[src/design/sfrx_pkg.sv]
// shared types, constants and helpers for the stuffed frame receiver
package sfrx_pkg;

  localparam int unsigned ByteW    = 8;
  localparam int unsigned TableW   = 32;
  localparam int unsigned CfgIdxW  = 2;
  localparam int unsigned CfgDataW = 32;
  localparam int unsigned PayloadW = 64;
  localparam int unsigned OutDataW = 104;

  typedef enum logic [CfgIdxW-1:0] {
    CFG_FRAME_BYTE    = 2'd0,
    CFG_ADDRESS_TABLE = 2'd1,
    CFG_COMMAND_TABLE = 2'd2,
    CFG_LEN_MASK      = 2'd3
  } cfg_idx_e;

  typedef enum logic [2:0] {
    ST_START    = 3'd0,
    ST_ADDRESS  = 3'd1,
    ST_COMMAND  = 3'd2,
    ST_DATA     = 3'd3,
    ST_CHECKSUM = 3'd4
  } parse_state_e;

  typedef enum logic [1:0] {
    STATUS_GOOD     = 2'd0,
    STATUS_BAD      = 2'd1,
    STATUS_OVERFLOW = 2'd2
  } status_e;

  typedef struct packed {
    logic [ByteW-1:0]  frame_byte;
    logic [TableW-1:0] address_table;
    logic [TableW-1:0] command_table;
    logic [ByteW-1:0]  len_mask;
  } cfg_t;

  typedef struct packed {
    logic [ByteW-1:0]    rx_checksum;
    logic [PayloadW-1:0] pkt_payload;
    logic [ByteW-1:0]    pkt_length;
    logic [ByteW-1:0]    pkt_command;
    logic [ByteW-1:0]    pkt_address;
    status_e             status;
  } result_t;

  // true when b equals any of the four bytes of the table
  function automatic logic in_table(logic [TableW-1:0] tbl, logic [ByteW-1:0] b);
    logic hit;
    hit = 1'b0;
    for (int i = 0; i < 4; i++) begin
      if (tbl[8*i +: 8] == b) hit = 1'b1;
    end
    return hit;
  endfunction

endpackage

[src/design/sfrx_cfg_regs.sv]
// configuration register bank of the stuffed frame receiver
module sfrx_cfg_regs
  import sfrx_pkg::*;
(
  input  logic                clk_i,
  input  logic                rst_ni,
  input  logic                cfg_we_i,
  input  logic [CfgIdxW-1:0]  cfg_idx_i,
  input  logic [CfgDataW-1:0] cfg_data_i,
  output cfg_t                cfg_o
);

  cfg_t cfg_q;

  always_ff @(posedge clk_i or negedge rst_ni) begin
    if (!rst_ni) begin
      cfg_q.frame_byte    <= '0;
      cfg_q.address_table <= '0;
      cfg_q.command_table <= '0;
      cfg_q.len_mask      <= 8'd15;
    end else if (cfg_we_i) begin
      unique case (cfg_idx_e'(cfg_idx_i))
        CFG_FRAME_BYTE:    cfg_q.frame_byte    <= cfg_data_i[ByteW-1:0];
        CFG_ADDRESS_TABLE: cfg_q.address_table <= cfg_data_i[TableW-1:0];
        CFG_COMMAND_TABLE: cfg_q.command_table <= cfg_data_i[TableW-1:0];
        CFG_LEN_MASK:      cfg_q.len_mask      <= cfg_data_i[ByteW-1:0];
        default: ;
      endcase
    end
  end

  assign cfg_o = cfg_q;

endmodule

[src/design/sfrx_parser.sv]
// frame parser: state machine, de-stuffing, checksum and payload store
module sfrx_parser
  import sfrx_pkg::*;
#(
  parameter int unsigned MAX_PAYLOAD = 8
) (
  input  logic             clk_i,
  input  logic             rst_ni,
  input  cfg_t             cfg_i,
  input  logic             fire_i,
  input  logic [ByteW-1:0] byte_i,
  output logic             emit_o,
  output result_t          result_o
);

  localparam logic [ByteW-1:0] StoreCap = ByteW'(MAX_PAYLOAD);

  parse_state_e     state_q, state_d;
  logic [ByteW-1:0] address_q, address_d;
  logic [ByteW-1:0] command_q, command_d;
  logic [ByteW-1:0] xor_q, xor_d;
  logic [ByteW-1:0] len_q, len_d;
  logic [ByteW-1:0] index_q, index_d;
  logic             armed_q, armed_d;
  logic             ovf_q, ovf_d;
  logic             store_we;
  logic [ByteW-1:0] store_q [MAX_PAYLOAD];
  logic [PayloadW-1:0] payload;
  logic             is_frame;

  assign is_frame = (byte_i == cfg_i.frame_byte);

  always_comb begin
    state_d   = state_q;
    address_d = address_q;
    command_d = command_q;
    xor_d     = xor_q;
    len_d     = len_q;
    index_d   = index_q;
    armed_d   = armed_q;
    ovf_d     = ovf_q;
    store_we  = 1'b0;
    emit_o    = 1'b0;
    unique case (state_q)
      ST_ADDRESS: begin
        if (in_table(cfg_i.address_table, byte_i)) begin
          address_d = byte_i;
          state_d   = ST_COMMAND;
        end else begin
          state_d = is_frame ? ST_ADDRESS : ST_START;
        end
      end
      ST_COMMAND: begin
        if (in_table(cfg_i.command_table, byte_i)) begin
          command_d = byte_i;
          xor_d     = byte_i;
          len_d     = byte_i & cfg_i.len_mask;
          index_d   = '0;
          ovf_d     = 1'b0;
          armed_d   = 1'b1;
          state_d   = ((byte_i & cfg_i.len_mask) == '0) ? ST_CHECKSUM : ST_DATA;
        end else begin
          state_d = is_frame ? ST_ADDRESS : ST_START;
        end
      end
      ST_DATA, ST_CHECKSUM: begin
        if (armed_q && is_frame) begin
          armed_d = 1'b0;
        end else if (!armed_q && !is_frame) begin
          // lone frame byte: this byte restarts the frame as its address
          address_d = byte_i;
          state_d   = ST_COMMAND;
        end else begin
          armed_d = 1'b1;
          if (state_q == ST_DATA) begin
            if (index_q < StoreCap) store_we = 1'b1;
            else                    ovf_d    = 1'b1;
            index_d = index_q + 8'd1;
            xor_d   = xor_q ^ byte_i;
            if (index_q + 8'd1 >= len_q) state_d = ST_CHECKSUM;
          end else begin
            emit_o  = 1'b1;
            state_d = ST_START;
          end
        end
      end
      default: state_d = is_frame ? ST_ADDRESS : ST_START;
    endcase
  end

  // only bytes written in this frame are shown
  always_comb begin
    payload = '0;
    for (int i = 0; i < int'(MAX_PAYLOAD); i++) begin
      if (ByteW'(i) < index_q) payload[8*i +: 8] = store_q[i];
    end
  end

  always_comb begin
    result_o.rx_checksum = byte_i;
    result_o.pkt_payload = payload;
    result_o.pkt_length  = len_q;
    result_o.pkt_command = command_q;
    result_o.pkt_address = address_q;
    if (ovf_q)                 result_o.status = STATUS_OVERFLOW;
    else if (xor_q == byte_i)  result_o.status = STATUS_GOOD;
    else                       result_o.status = STATUS_BAD;
  end

  always_ff @(posedge clk_i or negedge rst_ni) begin
    if (!rst_ni) begin
      state_q   <= ST_START;
      address_q <= '0;
      command_q <= '0;
      xor_q     <= '0;
      len_q     <= '0;
      index_q   <= '0;
      armed_q   <= 1'b1;
      ovf_q     <= 1'b0;
    end else if (fire_i) begin
      state_q   <= state_d;
      address_q <= address_d;
      command_q <= command_d;
      xor_q     <= xor_d;
      len_q     <= len_d;
      index_q   <= index_d;
      armed_q   <= armed_d;
      ovf_q     <= ovf_d;
    end
  end

  always_ff @(posedge clk_i) begin
    for (int i = 0; i < int'(MAX_PAYLOAD); i++) begin
      if (fire_i && store_we && index_q == ByteW'(i)) store_q[i] <= byte_i;
    end
  end

endmodule

[src/design/sfrx_out_reg.sv]
// result register holding one finished packet for the output side
module sfrx_out_reg
  import sfrx_pkg::*;
(
  input  logic    clk_i,
  input  logic    rst_ni,
  input  logic    load_i,
  input  result_t result_i,
  input  logic    take_i,
  output logic    valid_o,
  output result_t result_o
);

  logic    valid_q;
  result_t result_q;

  always_ff @(posedge clk_i or negedge rst_ni) begin
    if (!rst_ni) begin
      valid_q <= 1'b0;
    end else if (load_i) begin
      valid_q <= 1'b1;
    end else if (take_i) begin
      valid_q <= 1'b0;
    end
  end

  always_ff @(posedge clk_i) begin
    if (load_i) result_q <= result_i;
  end

  assign valid_o  = valid_q;
  assign result_o = result_q;

endmodule

[src/design/stuffed_frame_receiver_xor.sv]
// top level of the byte stuffed frame receiver with xor checksum
//
//  channel   direction  handshake                      contents
//  s_axis    in         s_axis_tvalid / s_axis_tready  one raw line byte per request
//  m_axis    out        m_axis_tvalid / m_axis_tready  one finished packet per request
//  cfg       in         cfg_we_i                       register index and write data
//
//  every byte is taken in one cycle; a byte may be taken on every clock
//  the parser updates its state on the byte and, at a checksum byte, loads
//  the result register in the same edge, so a packet shows one cycle later
//  s_axis_tready is low only while a packet waits and m_axis_tready is low
//  reset clears the parser to hunting for the frame byte and empties the output
module stuffed_frame_receiver_xor
  import sfrx_pkg::*;
#(
  parameter int unsigned MAX_PAYLOAD = 8
) (
  input  logic                clk_i,
  input  logic                rst_ni,
  // slave side, tdata: rx_byte[7:0]
  input  logic                s_axis_tvalid,
  output logic                s_axis_tready,
  input  logic [ByteW-1:0]    s_axis_tdata,
  // master side, tdata: status[1:0], pkt_address[9:2], pkt_command[17:10],
  // pkt_length[25:18], pkt_payload[89:26], rx_checksum[97:90], zeros[103:98]
  output logic                m_axis_tvalid,
  input  logic                m_axis_tready,
  output logic [OutDataW-1:0] m_axis_tdata,
  // configuration writes
  input  logic                cfg_we_i,
  input  logic [CfgIdxW-1:0]  cfg_idx_i,
  input  logic [CfgDataW-1:0] cfg_data_i
);

  cfg_t    cfg;
  logic    in_fire;
  logic    emit;
  result_t result;
  result_t out_result;

  // the output register frees up when its packet is taken this cycle
  assign s_axis_tready = !m_axis_tvalid || m_axis_tready;
  assign in_fire       = s_axis_tvalid && s_axis_tready;

  sfrx_cfg_regs u_cfg (
    .clk_i      (clk_i),
    .rst_ni     (rst_ni),
    .cfg_we_i   (cfg_we_i),
    .cfg_idx_i  (cfg_idx_i),
    .cfg_data_i (cfg_data_i),
    .cfg_o      (cfg)
  );

  sfrx_parser #(
    .MAX_PAYLOAD (MAX_PAYLOAD)
  ) u_parser (
    .clk_i    (clk_i),
    .rst_ni   (rst_ni),
    .cfg_i    (cfg),
    .fire_i   (in_fire),
    .byte_i   (s_axis_tdata),
    .emit_o   (emit),
    .result_o (result)
  );

  sfrx_out_reg u_out (
    .clk_i    (clk_i),
    .rst_ni   (rst_ni),
    .load_i   (in_fire && emit),
    .result_i (result),
    .take_i   (m_axis_tready),
    .valid_o  (m_axis_tvalid),
    .result_o (out_result)
  );

  // packed result is 98 bits, padded with zeros to whole bytes
  assign m_axis_tdata = {6'b0, out_result};

endmodule

[config.mk]
export PLATFORM = sky130hd
export DESIGN_NAME = stuffed_frame_receiver_xor
export DESIGN_NICKNAME = d
export VERILOG_FILES = /design/src/design/sfrx_pkg.sv /design/src/design/sfrx_cfg_regs.sv /design/src/design/sfrx_parser.sv /design/src/design/sfrx_out_reg.sv /design/src/design/stuffed_frame_receiver_xor.sv
export SDC_FILE = /design/constraint.sdc
export NUM_CORES = 1
export LEC_CHECK = 0
export ABC_AREA = 1
export BUFFER_PORTS_ARGS = -buffer_cell sky130_fd_sc_hd__buf_4
export CORE_UTILIZATION = 58
export DETAILED_ROUTE_END_ITERATION = 8
export PLACE_DENSITY = 0.85
export SYNTH_ARGS = -nofsm -noshare
export SYNTH_HDL_FRONTEND = slang
export SYNTH_SLANG_ARGS = --single-unit
[constraint.sdc]
create_clock -name clk_i -period 8.15 [get_ports clk_i]
set_input_delay 0.815 -clock clk_i [delete_from_list [all_inputs] [get_ports clk_i]]
set_output_delay 0.815 -clock clk_i [all_outputs]
set_load 0.02 [all_outputs]
# Word-level counts from Yosys, hierarchy flattened
# Memories as Yosys holds them, arrays and structs flattened. A register that Yosys moved wholly into a read port is not among the register bits.
# Index checks and enable logic that the tools add are counted.
totals:
  reg_bits: 160
  ram_bits: 64
  in_bits: 47
  out_inout_bits: 106
  wordCells: 206
  memories: 1
op_classes:
  addsub: 1
  order_cmp: 10
  n_eq_ne: 33
  n_mux: 92
  bitwise: 2
  n_reduce_logical: 49
mem_list:
  columns: ["memory", "depth", "word_bits", "read_ports", "rd_clocked_by_memory_dff", "write_ports", "line", "source"]
  rows:
  - ["u_parser.store_q", 8, 8, 8, 8, 1, "sfrx_parser.sv:27", "logic [ByteW-1:0] store_q [MAX_PAYLOAD];"]
ops:
  columns: ["cell", "n"]
  rows:
  - ["$mux 8", 18]
  - ["$eq 8x8->1", 10]
  - ["$reduce_or 8->1", 7]
  - ["$mux 1", 54]
  - ["$pmux 8 s2", 3]
  - ["$mux 3", 14]
  - ["$eq 8x3->1 const B", 4]
  - ["$lt 3x8->1 const A", 4]
  - ["$eq 8x2->1 const B", 2]
  - ["$logic_not 8->1", 2]
  - ["$lt 1x8->1 const A", 2]
  - ["$lt 2x8->1 const A", 2]
  - ["$logic_and 1x1->1", 13]
  - ["$logic_not 1->1", 11]
  - ["$pmux 3 s3", 1]
  - ["$add 8x1->8 const B", 1]
  - ["$and 8x8->8", 1]
  - ["$eq 8x1->1 const B", 1]
  - ["$ge 8x8->1", 1]
  - ["$lt 8x4->1 const B", 1]
  - ["$ne 2x1->1 const B", 4]
  - ["$reduce_and 2->1", 4]
  - ["$xor 8x8->8", 1]
  - ["$reduce_and 7->1", 1]
  - ["17 further kinds", 25]

# Depth between registers and ports, before layout
# Gate-level depths: netlist of the first run.
logic_depth:
  ltp_word: 18
  depth_mapped: 16
  mapped_depth_nobuf: 15

# Cells and area by module
# From an unflattened synthesis of the first run, not the netlist that was laid out.
hier_totals:
  cells_unflattened: 1287
  hier_area_um2: 12761.0
modules_own_cells:
  columns: ["module", "instances", "cells_per_inst", "area_per_inst_um2", "seq_area_each_um2"]
  rows:
  - ["sfrx_parser", 1, 813, 6403.6, 3049.2]
  - ["sfrx_cfg_regs", 1, 358, 3295.7, 2006.9]
  - ["sfrx_out_reg", 1, 103, 2982.9, 2967.8]
  - ["stuffed_frame_receiver_xor", 1, 13, 78.8, 0.0]

# Least setup slack after synthesis of the first run
# No wires, ideal clock.
synth_path:
  path_type: "in2reg"
  from: "input s_axis_tdata[3]"
  to: "register u_out.result_q (netlist bit u_out.result_o[0]), enable pin"
  setup_ns: 0.555
  t_arrival_ns: 5.636
  required_time_ns: 7.595
  slack_ns: 1.959
  path_stages: 10
  n_path_buf: 1
  cell_sequence: "buf_4 -> nand2_1 -> nand4_1 -> nor2_2 -> nand2_2 -> nand2_1 -> nand2_1 -> inv_1 -> nand2_1 -> nor2_1"
synth_between:
  elab_chain_len: 7
  word_cells_on_any_way: 8
  cone_classes: "eq/ne: 1; mux: 3; reduce/logical: 4"
synth_lines:
  columns: ["element", "line", "source"]
  rows:
  - ["from (decl)", "stuffed_frame_receiver_xor.sv:23", "input logic [ByteW-1:0] s_axis_tdata,"]
  - ["$eq 8x8->1 *", "sfrx_parser.sv:31", "assign is_frame = (byte_i == cfg_i.frame_byte);"]
  - ["$logic_not 1->1", "sfrx_parser.sv:69", "end else if (!armed_q && !is_frame) begin"]
  - ["$logic_and 1x1->1", "sfrx_parser.sv:69", null]
  - ["$mux 1", "sfrx_parser.sv:69", null]
  - ["$mux 1 *", "sfrx_parser.sv:67", "if (armed_q && is_frame) begin"]
  - ["$mux 1 *", "sfrx_parser.sv:44", "unique case (state_q)"]
  - ["$logic_and 1x1->1 *", "stuffed_frame_receiver_xor.sv:69", ".load_i (in_fire && emit),"]
  - ["net u_out.load_i", "sfrx_out_reg.sv:7", "input logic load_i,"]
  - ["to (signal assigned)", "sfrx_out_reg.sv:28", "if (load_i) result_q <= result_i;"]
  - ["to (decl)", "sfrx_out_reg.sv:15", "result_t result_q;"]
# Mark *: on every way through the listed nets, which the timed path passes. The rest lies on a longest branch.
# A chain may end at the register's enable or synchronous reset.

# Worst setup path after layout of the first run
# Same ends and word-level chain as after synthesis.

==> flow_summary.toml, run 1 <==
[status]
outcome = "finished, final reports clean"

[clock_network]
clock_sinks = 288
worstSkewPairLatency_ps = 550
cts_root_buf = "clkbuf_16"
cts_setup_buffers = 0
cts_buffers = 29
cts.htree.levels = 1
path_clk_slew_ps = 60
clockBufferDepth = 3
postCtsResizedCells = 0
cts_hold_buf = 0
tritoncts = "built"

[timing]
max_freq_mhz = 297.4
fin_ws_ps = 4787
rsz0062_at_grt = "no"
setup_viol_count_final = 0
fin_crit_ps = 3363
tns_ps = 0
timing_hold_violations_final = 0
worst_slew_pin_slew_ps = 1126
min_period_over_period_pct = 41.26
slew_headroom_pct = 24.82
slew_violations = 0
skew_ps = 16.59

[worst_setup_path]
path_class = "primary input to register"
cp_data_arrival_time_ps = 3540
path_common_cell = "nand2_1"
crit_required_ps = 8330
startpoint_type = "primary input"
slowest_delay_ps = 780
endpoint_kind = "register"
r2r_cells = 10
path_depth = 12
crit_fanout = 72
path_cells = "buf_4, inv_2, nand2_1, nand4_1, nor2_2, nand2_2, nand2_1, nand2_1, inv_1, nand2_1, nor2_4, buf_4"
critical-path-top-delay-family = "simple AND/OR/NAND/NOR gates"
cp_num_buf_inv = 4
crit_slowest_cell = "buf_4"

[layout]
area_delta_synth_final_pct = 17.17
drive_gt1_share_pct = 17.86
fill_cells = 1519
fin_nets = 1440
diodes = 0

[global_route]
grt_pass1_wl_um = 41900
antenna_found_initial = 0
grt_overflow = 0
grt_pass1_vias = 8229
grt_max_degree = 73
grt_usage_pct = 24.64

[drt]
viasPerCell = 5.139
first_iter_violations = 615
vias = 8634
wl_per_cell_um = 15.72
ant_nets = 0
drcViolationCount = 0
drt_pass1_iterations = 5
totalWireLength_um = 26410

[run]
maxCapViolCount = 0

[synth]
synthCells = 1239
avgSynthCellArea_um2 = 9.997
ys_types = 32
synthesis.area_um2 = 12390
ys_ff_latch = 288
ys_warn_count = 0
yosysSeqAreaShare_pct = 64.78

[floorplanning]
die_w_um = 148.1
die_area_um2 = 21950
die_h_um = 148.1
initial_utilization_pct = 59.11
rows = 53
coreArea_um2 = 20960
io_pins = 153

[pwr]
power_density_nw_per_um2 = 228.2
p_leak_nw = 6.760
peakVddDrop_v = 0.0001862

[placement]
post-place-ws_ps = 4276
gp_congestion = 0.8605
port_buffers = 146
hpwl_um = 17740

[hold_path]
hold_class = "primary input to asynchronous set/reset pin"
## worst paths after layout
check                                         end                   from  slack (ps)
worst max-delay path            u_out.result_o[0]        s_axis_tdata[3]        4790
worst min-delay path              u_cfg.cfg_o[24]                 rst_ni         330
worst max register to register  u_out.result_o[0]        u_cfg.cfg_o[73]        5040
worst min register to register  u_out.result_o[8]  u_parser.address_q[6]         440
max in group asynchronous       u_parser.len_q[6]                 rst_ni        6510
min in group clk_i              u_out.result_o[8]  u_parser.address_q[6]         440
## routing by layer
metal	track usage [%]	wire length [µm]	up-vias
met2	43.87	13390	323
met1	30.96	10570	4068
met3	3.252	1573	67
li1	-	-	4176
met4	8.608	878	0
met5	0	0	-
## final cells by class
class / count / area [µm²] / share of cell area (%)
flip-flops and latches: 288 / 8024 / 55.28
multi-input cells: 720 / 3388 / 23.34
repair buffers: 149 / 1119 / 7.707
clock buffers: 40 / 777.0 / 5.353
inverters: 194 / 728.2 / 5.017
well taps: 275 / 344.1 / 2.371
clock inverters: 14 / 133.9 / 0.9224
## cells by family (layout without fill, tap and decap cells)
logic type | Yosys count | count (layout) | share of synthesized area, %
other | 1 | 6 | 0.03027
xor gates and xnor gates | 34 | 34 | 2.404
AOI/OAI and AO/OA | 141 | 141 | 6.202
and+or+nand+nor | 528 | 528 | 17.35
DFF | 288 | 288 | 64.78
buffers and inverters | 236 | 397 | 8.121
adders and majority gates | 11 | 11 | 1.111
## cell usage in the layout (no fill, tap or decap), types with 2 or more instances in the layout
cell type / count
clkinv_2: 7
o21ai_1: 8
nand3_1: 10
clkbuf_16: 29
nor3_1: 6
ha_1: 11
nor2_2: 4
bufinv_16: 2
inv_2: 8
xnor2_1: 7
dfrtp_1: 121
nand2_4: 4
clkbuf_1: 10
a21oi_1: 16
nor2_1: 127
nand2_2: 16
nor4_1: 2
nand2_1: 343
buf_4: 149
o21ai_0: 100
xor2_1: 27
nand4_1: 7
o21ai_2: 16
inv_1: 186
dfstp_2: 5
conb_1: 6
edfxtp_1: 162
nand3_2: 4
clkinv_1: 3
nor3_2: 2
## sequential cells by signal, indices dropped and copies added, names as in the netlist
name and flops:
u_out.valid_o 1, u_cfg.cfg_o 80, u_parser.armed_q 1, u_parser.ovf_q 1, u_out.result_o 98, u_parser.state_q 3, u_parser.command_q 8, u_parser.store_q 64
u_parser.xor_q 8, u_parser.address_q 8, u_parser.len_q 8, u_parser.index_q 8
## worst reg2reg max path, cell delays in order, from the launching register on
cell	delay, ps
dfrtp_1	400
xnor2_1	140
nand2_1	70
nor2_1	230
nand2_2	140
nand2_1	110
nand2_1	60
inv_1	60
nand2_1	100
nor2_4	610
buf_4	790
## cell usage after synthesis
cell type | n | area [µm²]
nor3_2 | 2 | 20.02
nor4_1 | 2 | 12.51
o21ai_0 | 100 | 500.5
nand2_4 | 4 | 45.04
inv_2 | 8 | 30.03
inv_1 | 186 | 698.2
buf_6 | 7 | 78.83
nand3_1 | 11 | 55.05
nor2_2 | 4 | 25.02
clkbuf_1 | 19 | 71.32
ha_1 | 11 | 137.6
nor3b_2 | 1 | 12.51
dfrtp_1 | 121 | 3028
nand2_2 | 16 | 100.1
dfstp_2 | 5 | 131.4
o21ai_1 | 8 | 40.04
a21boi_0 | 1 | 7.510
edfxtp_1 | 162 | 4865
a21oi_1 | 16 | 80.08
nand2_1 | 343 | 1287
buf_8 | 2 | 30.03
buf_4 | 11 | 82.58
buf_2 | 3 | 15.01
xnor2_1 | 7 | 61.31
nor2_1 | 128 | 480.5
o21ai_2 | 16 | 140.1
nor3b_1 | 1 | 7.510
conb_1 | 1 | 3.750
nor3_1 | 6 | 30.03
nand4_1 | 7 | 43.79
nand3_2 | 3 | 30.03
xor2_1 | 27 | 236.5
## stage by stage
step                hold slack [ps]  util [%]  instances  instance area, µm²  power (mW)
detailed placement            429.4     64.92       1626               13600       2.068
floorplan                     425.3         -       1244               12410       1.956
CTS                           361.5     69.26       1680               14510       3.325
global route                  408.7     69.26       1680               14510       3.441
finish                        333.9     69.26       1680               14510       3.312
global placement              431.3     64.92       1626               13600       2.046
## where the power goes
group          internal (mW)  switching [mW]
Clock                  0.732           0.534
Combinational          0.126           0.203
Sequential              1.64          0.0785
Total                   2.50           0.815
Power figures use the tool's default switching activity.
==> run 2: changes to the inputs <==
CORE_UTILIZATION = 52   (was 58)
PLACE_DENSITY = 0.8   (was 0.85)
clock period = 2.8 ns   (was 8.15 ns; I/O delays follow)
==> run 2 against run 1 <==
Combinational power grew to 3.0 times the previous value. Final cell count is 4.4% higher. Setup slack worse by 4500 ps. Sequential share of layout area is 1.4 points lower. Critical path type is now register to register.
==> flow_summary.toml, run 2 (synthesized netlist as in run 1, its figures left out) <==
[clock_network]
cts_root_buf = "clkbuf_16"
clockBufferDepth = 3
path_clk_slew_ps = 60
worstSkewPairLatency_ps = 550
cts.htree.levels = 1
cts_buffers = 29
clock_sinks = 288
tritoncts = "built"

[layout]
final_core_util_pct = 63.60
fin_nets = 1470
area_delta_synth_final_pct = 20.16
final_cell_mix = "nand2_1 (342), inv_1 (186), buf_4 (173)"
largest_register_ffs = 98
diodes = 0
finalNonFillerCells = 1754
fill_cells = 1861
drive_gt1_share_pct = 19.79
layout_commonest_cell = "nand2_1"

[hold_path]
hold_class = "primary input to register"

[floorplanning]
initial_utilization_pct = 52.93
die_area_um2 = 24440
die_w_um = 156.3
coreArea_um2 = 23400
die_h_um = 156.3
rows = 56
io_pins = 153

[placement]
hpwl_um = 18400
gp_congestion = 0.9286
dp_cells = 1696
port_buffers = 146

[worst_setup_path]
startpoint_type = "register"
crit_fanout = 6
crit_required_ps = 3230
endpoint_kind = "register"
path_class = "register to register"
cp_data_arrival_time_ps = 2970

[drt]
viasPerCell = 4.923
first_iter_violations = 613
totalWireLength_um = 27180
vias = 8635
wl_per_cell_um = 15.49
drt_pass1_iterations = 5
drcViolationCount = 0
ant_nets = 0

[run]
maxCapViolCount = 0

[global_route]
grt_max_degree = 87
grt_overflow = 0
grt_usage_pct = 23.00
grt_pass1_vias = 8180
antenna_found_initial = 0
grt_pass1_wl_um = 43110

[timing]
slew_headroom_pct = 53.54
skew_ps = 20.57
max_freq_mhz = 394.4
timing_hold_violations_final = 0
fin_crit_ps = 2535
min_period_over_period_pct = 90.54
tns_ps = 0
slew_violations = 0
setup_viol_count_final = 0
fin_hold_ws_ps = 12.87
worst_slew_pin_slew_ps = 696.9

[pwr]
p_leak_nw = 6.925
power_density_nw_per_um2 = 655.2
finalPower_mw = 9.753
peakVddDrop_v = 0.0004804

[status]
outcome = "finished, final reports clean"
==> run 2: cell count changes in the layout (fill, tap and decap cells not counted), sizes merged <==
cell and delta:
clkbuf +4, dlygate4sd3 +4, buf +26, clkinvlp +1
inv +1, clkinv -6
==> run 2: per-stage QoR <==
step / instance area (µm²) / setup WS [ps]
floorplan: 12440 / -111.5
global placement: 13900 / 318.8
CTS: 14870 / 155.7
detailed placement: 13900 / 204.8
global route: 14880 / -0.1024
finish: 14880 / 264.8
==> run 2: path summary, 6_finish.rpt <==
check                                 startpoint  depth (start not counted)  slack, ps             endpoint
min                               cfg_data_i[14]                          3         10      u_cfg.cfg_o[22]
max                          u_parser.index_q[1]                         15        260  u_parser.state_q[2]
max in group asynchronous                 rst_ni                          3       1670     u_parser.armed_q
min reg2reg                u_parser.address_q[4]                          0        450    u_out.result_o[6]
min in group asynchronous                 rst_ni                          2        280      u_cfg.cfg_o[29]
max reg2reg                  u_parser.index_q[1]                         15        260  u_parser.state_q[2]
==> run 2: what timing repair did <==
item                                   in CTS  in global routing
hold buffers                                4                  0
endpoints found under the hold margin      45                  0
setup endpoints to repair                   0                  3
setup buffers                               0                  0
gates resized for setup                     0                  4
==> run 2: final cells by class <==
| cell class | count | area, µm² | area share (%) |
|---|---|---|---|
| Clock buffer | 44 | 822.0 | 5.523 |
| Sequential cell | 288 | 8026 | 53.93 |
| Tap cell | 319 | 399.1 | 2.682 |
| Multi-Input combinational cell | 720 | 3405 | 22.87 |
| Inverter | 194 | 740.7 | 4.976 |
| Timing Repair Buffer | 179 | 1379 | 9.264 |
| Clock inverter | 10 | 112.6 | 0.7566 |
==> run 2: report_power, final <==
group          switching, mW  internal [mW]  total, mW  leakage [nW]
registers              0.209           4.77       4.98          3.04
clock network           1.57           2.21       3.78         0.452
logic                  0.602          0.388      0.991          3.43
==> run 2: per-layer routing <==
layer / track usage, % / wire [µm] / vias to the layer above
met2: 38.56 / 13120 / 296
met5: 0 / 0 / -
met4: 8.077 / 720 / 0
li1: - / - / 4234
met3: 3.268 / 1599 / 46
met1: 30.72 / 11730 / 4059
==> run 2: critical path, stage by stage, from the launching register on <==
cell and delay, ps:
dfrtp_2 430, inv_1 120, nor3_4 250, nand3_2 140
nor3b_2 210, xor2_1 110, ha_1 300, nand2_1 70
nor2_1 140, nand4_1 100, nand4_1 120, nor2_1 50
nor2_1 170, inv_1 100, nand2_1 60, nand2_1 50
==> run 3: changes to the inputs <==
PLACE_DENSITY = 0.86   (was 0.8)
==> run 3 against run 2 <==
Core utilization up 0.80 points. Wire length up 2.3%. Via count up 1.7%. Die area unchanged. Maximum frequency fell by 0.86%. Critical path depth is the same. Cell area is 1.3% higher. Critical path type unchanged. Critical endpoint unchanged.
==> flow_summary.toml, run 3 (synthesized netlist as in run 1, its figures left out) <==
[status]
outcome = "finished, final reports clean"

[drt]
totalWireLength_um = 27800
first_iter_violations = 595
viasPerCell = 4.983
vias = 8780
wl_per_cell_um = 15.78
drcViolationCount = 0
ant_nets = 0
drt_pass1_iterations = 5

[pwr]
seq_power_share_pct = 49.4
clkPwrFrac_pct = 40.6
p_leak_nw = 7.020
p_sw_mw = 2.439
peakVddDrop_v = 0.0005664
swShare_pct = 24.18
power_density_nw_per_um2 = 669.1
comb_power_share_pct = 10.0
intPower_mw = 7.645

[timing]
skew_ps = 18.73
fin_hold_ws_ps = 22.12
worst_slew_pin_slew_ps = 639.8
tns_ps = 0
rsz0062_at_grt = "no"
min_period_over_period_pct = 91.33
setup_viol_count_final = 0
timing_hold_violations_final = 0
slew_headroom_pct = 57.35
fin_crit_ps = 2557
slew_violations = 0
max_freq_mhz = 391.0

[worst_setup_path]
path_class = "register to register"
slowest_delay_ps = 430
path_cells = "inv_1, nor3_4, nand3_1, nor3b_2, xor2_1, ha_1, nand2_1, nor2_1, nand4_1, nand4_1, nor2_1, nor2_1, inv_1, nand2_1, nand2_1"
cp_data_arrival_time_ps = 2990
critical-path-top-delay-family = "simple AND/OR/NAND/NOR gates"
crit_fanout = 6
startpoint_type = "register"
endpoint_kind = "register"
crit_slowest_cell = "dfrtp_2"
r2r_cells = 15
crit_required_ps = 3240
cp_num_buf_inv = 2
path_depth = 15

[hold_path]
hold_path_depth = 3
hold_class = "primary input to register"

[global_route]
grt_usage_pct = 23.59
grt_pass1_wl_um = 44130
grt_overflow = 0
antenna_found_initial = 0
grt_max_degree = 83
grt_pass1_vias = 8381

[clock_network]
cts_root_buf = "clkbuf_16"
clock_sinks = 288
path_clk_slew_ps = 60
cts_setup_buffers = 0
clockBufferDepth = 3
worstSkewPairLatency_ps = 560
tritoncts = "built"
cts.htree.levels = 1
cts_buffers = 29

[floorplanning]
io_pins = 153
die_w_um = 156.3
die_h_um = 156.3
initial_utilization_pct = 52.93
coreArea_um2 = 23400
die_area_um2 = 24440
rows = 56

[placement]
hpwl_um = 19190
port_buffers = 146
dp_cells = 1697
gp_congestion = 0.9219

[layout]
final_cell_mix = "nand2_1 (342), inv_1 (186), buf_4 (173)"
diodes = 0
area_delta_synth_final_pct = 21.67
regArea_um2 = 8026
multiInputGateArea_um2 = 3400
largest_register_ffs = 98
drive_gt1_share_pct = 20.17
layout_commonest_cell = "nand2_1"
fin_nets = 1478
finalNonFillerCells = 1762
fill_cells = 1811

[run]
maxCapViolCount = 0
[run 3: cell count changes in the layout (fill, tap and decap cells not counted), sizes merged]
cell / before / now
buf: 175 / 176
bufinv: 2 / 5
clkbuf: 44 / 34
clkinv: 4 / 12
dlygate4sd3: 4 / 11
inv: 196 / 195
[run 3: repair_timing]
action                                  in CTS  in global routing
gates resized for setup                      0                  3
endpoints found under the setup margin       0                  3
endpoints found under the hold margin       60                  0
hold buffers                                11                  0
[run 3: worst paths after layout]
kind,start,end,slack (ps)
worst max-delay path,u_parser.index_q[1],u_parser.state_q[2],240
worst min-delay path,cfg_data_i[29],u_cfg.cfg_o[37],20
worst max register to register,u_parser.index_q[1],u_parser.state_q[2],240
worst min register to register,u_parser.address_q[2],u_out.result_o[4],450
max in group asynchronous,rst_ni,u_parser.armed_q,1630
min in group asynchronous,rst_ni,u_cfg.cfg_o[60],270
[run 3: area by class of cell]
| cell class | instances | area share, % |
|---|---|---|
| clock inverters | 20 | 1.660 |
| clock buffers | 34 | 5.214 |
| multi-input cells | 720 | 22.56 |
| inverters | 194 | 4.915 |
| flip-flops and latches | 288 | 53.26 |
| well taps | 319 | 2.648 |
| repair buffers | 187 | 9.747 |
[run 3: metrics by stage]
stage	util (%)	cell area (µm²)	setup slack, ps	total power [mW]
3_3_place_gp	59.46	13920	313.2	5.976
3_5_place_dp	59.46	13920	176.4	6.044
2_1_floorplan	-	12440	-111.5	5.700
4_1_cts	64.36	15060	150.6	10.14
6_report	64.40	15070	242.7	10.08
5_1_grt	64.40	15070	24.02	10.52
[run 3: worst min-delay path, delay by kind of cell]
| family | cells | cell delay [ps] |
|---|---|---|
| buffers and inverters | 2 | 170 |
| AO/OA/AOI/OAI | 1 | 80 |
[run 3: power groups by stage]
| stage | clock, mW | sequential (mW) | combinational, mW |
|---|---|---|---|
| 5_1_grt | 4.35 | 5.01 | 1.16 |
| 4_1_cts | 4.16 | 4.98 | 1.01 |
| 2_1_floorplan | 0 | 5.00 | 0.700 |
| 3_5_place_dp | 0 | 5.06 | 0.987 |
| 6_report | 4.10 | 4.98 | 1.01 |
| 3_3_place_gp | 0 | 5.04 | 0.937 |
[run 3: metal layers]
layer  wire [µm]  part of all wire [%]  track usage, %
met4         767                   2.8           7.283
met2       13660                    49           40.71
met3        2177                   7.8           4.376
met1       11200                    40           30.19
met5           0                     0               0
